===== src/design/frt_pkg.sv =====
`timescale 1ns / 1ps

package frt_pkg;

  // Result codes reported on out_status.
  typedef enum logic [3:0] {
    ST_STORED        = 4'd0,
    ST_COMPLETE      = 4'd1,
    ST_BAD_LENGTH    = 4'd2,
    ST_OUT_OF_WINDOW = 4'd3,
    ST_REPLAY        = 4'd4,
    ST_DUPLICATE     = 4'd5,
    ST_BAD_INDEX     = 4'd6,
    ST_SIZE_MISMATCH = 4'd7,
    ST_OVERSIZE      = 4'd8
  } frt_status_t;

  typedef enum logic [2:0] {
    FS_CLEAR,
    FS_IDLE,
    FS_CHECK,
    FS_SCAN,
    FS_LOAD,
    FS_EVAL,
    FS_FIN
  } frt_state_t;

  // Verdict of the anti-replay window on the held fragment.
  typedef struct packed {
    logic out_of_window;
    logic replay;
  } frt_win_t;

  localparam int ID_W    = 32;
  localparam int SIZE_W  = 16;
  localparam int STAMP_W = 32;
  localparam int IDX_W   = 8;
  localparam int FSLOT_W = 5;
  localparam logic [STAMP_W-1:0] NO_STAMP = 32'hffffffff;

endpackage


===== src/design/frt_window.sv =====
`timescale 1ns / 1ps

module frt_window #(
  parameter int WINDOW = 5
) (
  input  logic                   clk,
  input  logic                   rst_n,
  input  logic [frt_pkg::ID_W-1:0] id,
  input  logic                   complete,
  output frt_pkg::frt_win_t      verdict
);
  import frt_pkg::*;

  localparam int MW = 2 * WINDOW + 1;
  localparam int PW = $clog2(MW);
  localparam int AW = $clog2(WINDOW + 1);

  logic [ID_W-1:0] last_r, last_nxt;
  logic [MW-1:0]   map_r, map_nxt;
  logic [ID_W-1:0] ahead, behind;
  logic            ahead_in, behind_in, advance;
  logic [PW-1:0]   pos, mark;
  logic [MW-1:0]   shifted;

  always_comb begin
    ahead     = id - last_r;
    behind    = last_r - id;
    ahead_in  = ahead <= ID_W'(WINDOW);
    behind_in = behind <= ID_W'(WINDOW);
    pos = ahead_in ? PW'(WINDOW) - PW'(ahead[AW-1:0])
                   : PW'(WINDOW) + PW'(behind[AW-1:0]);
    verdict.out_of_window = !ahead_in && !behind_in;
    verdict.replay        = map_r[pos];

    // Completion slides the window forward only for ids ahead of it.
    advance = ahead_in && (ahead != '0);
    shifted = map_r << ahead[AW-1:0];
    mark    = advance ? PW'(WINDOW) : PW'(WINDOW) + PW'(behind[AW-1:0]);
    last_nxt = last_r;
    map_nxt  = map_r;
    if (complete) begin
      if (advance) begin
        last_nxt = id;
        map_nxt  = shifted;
      end
      map_nxt[mark] = 1'b1;
    end
  end

  always_ff @(posedge clk) begin
    if (!rst_n) begin
      last_r <= '0;
      map_r  <= '0;
    end else begin
      last_r <= last_nxt;
      map_r  <= map_nxt;
    end
  end

endmodule

===== config.mk =====
export PLATFORM = sky130hd
export DESIGN_NAME = frt_window
export DESIGN_NICKNAME = d
export VERILOG_FILES = /design/src/design/frt_pkg.sv /design/src/design/frt_window.sv
export SDC_FILE = /design/constraint.sdc
export NUM_CORES = 1
export LEC_CHECK = 0
export BUFFER_PORTS_ARGS = -buffer_cell sky130_fd_sc_hd__buf_2
export CAP_MARGIN = 10
export CORE_MARGIN = 2
export CORE_UTILIZATION = 43
export DETAILED_ROUTE_END_ITERATION = 8
export GPL_TIMING_DRIVEN = 0
export PLACE_DENSITY = 0.63
export SLEW_MARGIN = 25
export SYNTH_ARGS = -nofsm -noshare
export SYNTH_HDL_FRONTEND = slang
export SYNTH_SLANG_ARGS = --single-unit

===== constraint.sdc =====
create_clock -name clk -period 7.13 [get_ports clk]
set_clock_uncertainty 0.1 [all_clocks]
set_input_delay 0.713 -clock clk [delete_from_list [all_inputs] [get_ports clk]]
set_output_delay 0.713 -clock clk [all_outputs]
set_load 0.01 [all_outputs]

# ---- After elaboration in Yosys (flattened, before gate mapping)
# Cells that the tools add are included.
dict set report word_totals {
  regBits 43
  latchBits 0
  ramBits 0
  rom_bits 0
  in_bits 35
  output_inout_bits 2
  elab_cells 28
  mem_count 0
}
dict set report op_classes {
  addsub 4
  n_mul 0
  n_div 0
  n_lt_le_gt_ge 5
  n_eq_ne 0
  n_shift 1
  mux 8
  n_bitwise 1
  n_reduce_logical 7
}
# op count
set op_table {}
lappend op_table {{less-or-equal comparator 32 x 3 -> 1 bit (second input constant)} 2}
lappend op_table {{subtractor 32 bit} 2}
lappend op_table {{nonzero test 32 bit} 1}
lappend op_table {{2-to-1 mux 11 bit} 2}
lappend op_table {{bitwise OR 11 bit} 1}
lappend op_table {{<< shifter 11 x 3 -> 11 bit} 1}
lappend op_table {{< comparator 4 x 5 -> 1 bit (second input constant)} 2}
lappend op_table {{2-to-1 mux 4 bit} 2}
lappend op_table {{adder 3 x 3 -> 4 bit (first input constant)} 1}
lappend op_table {{binary-select mux 1 bit (select 4 bit)} 1}
lappend op_table {{demux 1 bit (select 4 bit)} 1}
lappend op_table {{>= comparator 4 x 1 -> 1 bit (second input constant)} 1}
lappend op_table {{subtractor 3 x 3 -> 4 bit (first input constant)} 1}
lappend op_table {{logical AND 1 bit} 3}
lappend op_table {{logical NOT 1 bit} 2}
lappend op_table {{2-to-1 mux 1 bit} 2}
lappend op_table {{AND reduction 2 bit} 1}

# ---- Depth between registers and ports, before layout
dict set report logic_depth {
  word_depth 9
  depth_mapped 15
  depth_no_buf 14
}

# ---- Worst setup path after synthesis
# No wires, ideal clock.
dict set report synth_path {
  path_kind {input to output}
  start {input port id[0] in the netlist's numbering}
  end {output port verdict[0] in the netlist's numbering}
  arrival_ns 4.116
  required_ns 6.317
  slack_ns 2.201
  path_stages 13
  path_buffers 0
  path_cell_list {inv_1 > ha_1 > fa_1 > nand2b_1 > a2111oi_2 > o31a_1 > o2111ai_1 > a2111o_1 > a2111oi_4 > nand4b_2 > nor3_2 > mux2_2 > a311oi_2}
}
# item line
set synth_lines {}
lappend synth_lines {{start, declared} frt_window.sv:8} ;# input logic [frt_pkg::ID_W-1:0] id,
lappend synth_lines {{end, declared} frt_window.sv:10} ;# output frt_pkg::frt_win_t verdict

==> out/qor.txt <==
Core Area: 15100 sq um
Reg clk slew, reported paths: 0.07 ns
Synth Register Bits: 43
mapped cell area: 6600 sq um
Final Max Tran Viols: 0
RSZ-0062 raised after global routing: no
simple logic cell fraction of the synthesized area: 21.1%
hold crit path type: flip-flop to flip-flop
min Tclk post-route: 5.86 ns
Yosys cell types: 81
Slew @ Worst Pin: 0.711 ns
Post-Synth XOR/XNOR Area: 4.64%
first-pass GRT wire length: 31800 um
Inserted Diodes: 0
worst hold margin: 0.407 ns
Worst EP arrival: 5.05 ns
crit path from: id[0]
area delta synth->final: 8.64%
Ys Warns: 0
max cap viols: 0
Synthesized Nets: 1009
register area share after synthesis: 13.0%
commonest non-fill, non-tap cells in the layout: 100 x a21oi_1, 83 x inv_1, 66 x nor2_1, 66 x ha_1, 58 x nand2_1
Finished Layout Cells: 1138
sequential cell area: 861 sq um
FP Rows: 45
vias: 6779
Top delay family on crit path: compound AO/OA/AOI/OAI gates
Die Span Y: 128 um
Worst EP required: 6.32 ns
# port buffers: 36
leakage power: 2.97 nW
Critical path buffers and inverters: 3
largest family of logic cells by synthesized area: compound AO/OA/AOI/OAI gates
CTS hold repair buffers: 0
DP HPWL: 15600 um
worst vdd ir: 0.0859 mV
WHS Path Cells: 2
Final GP Congestion: 0.960
die width: 128 um
R2R setup slack: 2.72 ns
mux cell area share after synthesis: 8.89%
slowest stage delay, CP: 0.60 ns
Via density: 5.96
total gr overflow: 0
vias in the first global route: 6314
post_cts resized: 0
mean routed wirelength per cell: 17.1 um
Hold Crit Endpoint: map_r[5]
Clock Latency Late Sink: 0.31 ns
CP max stage cell: nor3_2
drt first pass iters: 6
Placed Instances: 1130
endpoints failing setup: 0
fin crit share: 82.2%
starting density of the core: 43.7%
clk buf depth: 2
PwrDens: 105 nW/um^2
antenna violations before repair: 1
all-layer global routing usage: 23.9%
Initial DRC Count: 462
Nets: 1052
setup bufs post-CTS: 0
Setup TNS: 0 ns
number of synthesized flops with an enable pin: 0
fillers: 1597
slew margin rel.: 52.2%
CP cell instances: buf_2 > inv_1 > ha_1 > fa_1 > nand2b_1 > a2111oi_2 > o21ai_0 > a21oi_1 > o21ai_0 > mux2i_1 > nand4b_1 > nor3_2 > mux2_2 > a311oi_2 > buf_2
Avg Cell Area, Syn: 7.28 sq um
Synth Area in Compound Gates: 31.3%
Setup crit end kind: primary output
ANT nets after route: 0
H-tree Lvls: 2
CTS Buf Count: 5
share of layout cells above drive strength 1: 8.53%
reg2reg path depth: 14
status: completed
worst-path fanout max: 9
FF-to-FF Start: last_r[0]
Residual DRC: 0
Die ar.: 16400 sq um
Setup Crit Path Kind: input pin to primary output
worst hold start: map_r[5]
CP Launch Type: input pin
final hold violations: 0
most common cell after layout, fill and taps aside: a21oi_1
I/O pins: 37
asr flop ratio synth: 0%
final WL: 19500 um
reg2reg end: last_r[11]
# clock sinks: 43
clock root buffer master: clkbuf_16
CTS tree: built
Top FF cell, synth: dfxtp_1
largest net degree at the start of global routing: 15
fmax: 0.171 GHz
Synth Area in Adders: 13.1%
Multi-input gate area: 5220 sq um
Synth Instances: 906
[area by class of cell]
type | instances | share of cell area, %
Inverter | 84 | 4.40
Multi-Input combinational cell | 734 | 72.8
Tap cell | 188 | 3.28
Timing Repair Buffer | 36 | 2.51
Buffer | 45 | 2.84
Clock inverter | 2 | 0.227
Sequential cell | 43 | 12.0
Clock buffer | 6 | 1.94
[kinds of logic (layout without fill, tap and decap cells)]
family,after synthesis,count (layout)
DFF,43,43
adders and majority gates,68,68
and+or+nand+nor,272,272
muxes,55,55
AOI/OAI and AO/OA,304,304
xor gates and xnor gates,35,35
buffers and inverters,129,173
[Yosys cell counts, types with 6 or more instances]
master     number  share of area [%]
xnor2_1        26                3.5
o21bai_1       14                1.6
or3_1           8               0.76
nand2_1        58                3.3
nand3_1        20                1.5
and2_1         33                3.1
buf_2           7               0.53
o221ai_1        6               0.80
o31a_1          8                1.1
inv_1          83                4.7
a211oi_1       10                1.1
nor4_1          6               0.57
mux2i_1        47                7.1
a21oi_1       100                7.6
a31oi_1         8               0.76
o2111ai_1       7               0.93
dfxtp_1        43                 13
o21a_1         14                1.6
ha_1           66                 13
xor2_1          9                1.2
nor2b_1        10               0.95
o211ai_1        9                1.0
nor2_1         66                3.8
nand4_1        22                2.1
nor3_1         21                1.6
o21ai_0        52                3.9
a21o_1         29                3.3
clkbuf_1       31                1.8
[report_power, final]
group | leakage, nW | switching (mW) | internal [mW] | total [mW]
Sequential | 0.346 | 0.00224 | 0.242 | 0.244
Combinational | 2.55 | 0.163 | 0.0894 | 0.252
Clock | 0.0731 | 0.115 | 0.140 | 0.255
[flip-flops by register name (all words and copies together) (netlist names)]
| name | cells |
|---|---|
| last_r | 32 |
| map_r | 11 |
[through the flow]
| step | utilization, % | power, mW | cell area, sq um | worst slack, ns |
|---|---|---|---|---|
| floorplan | - | 0.429 | 6600 | 2.20 |
| global route | 47.5 | 0.791 | 7170 | 1.06 |
| global placement | 46.5 | 0.495 | 7020 | 1.38 |
| detailed placement | 46.5 | 0.496 | 7020 | 1.36 |
| finish | 47.5 | 0.751 | 7170 | 1.27 |
| CTS | 47.5 | 0.756 | 7170 | 1.34 |
[worst max-delay path by stage]
stage | to | slack (ns) | cells past startpoint
floorplan | verdict[0] | 2.20 | 13
global placement | verdict[0] | 1.38 | 15
detailed placement | verdict[0] | 1.36 | 15
CTS | verdict[0] | 1.34 | 15
global route | verdict[0] | 1.06 | 15
finish | verdict[0] | 1.27 | 15
[worst min-delay path, cell delays in order, from the launching register on]
cell,delay [ns]
dfxtp_1,0.34
nand2_1,0.06
o21ai_0,0.06
[layer usage]
| metal | vias to the layer above | GRT usage (%) | part of all wire (%) |
|---|---|---|---|
| li1 | 3371 | - | - |
| met1 | 3157 | 32.9 | 47 |
| met2 | 229 | 39.9 | 46 |
| met3 | 22 | 2.75 | 5.8 |
| met4 | 0 | 6.27 | 1.6 |
| met5 | - | 0 | 0 |
Power figures use the tool's default switching activity.
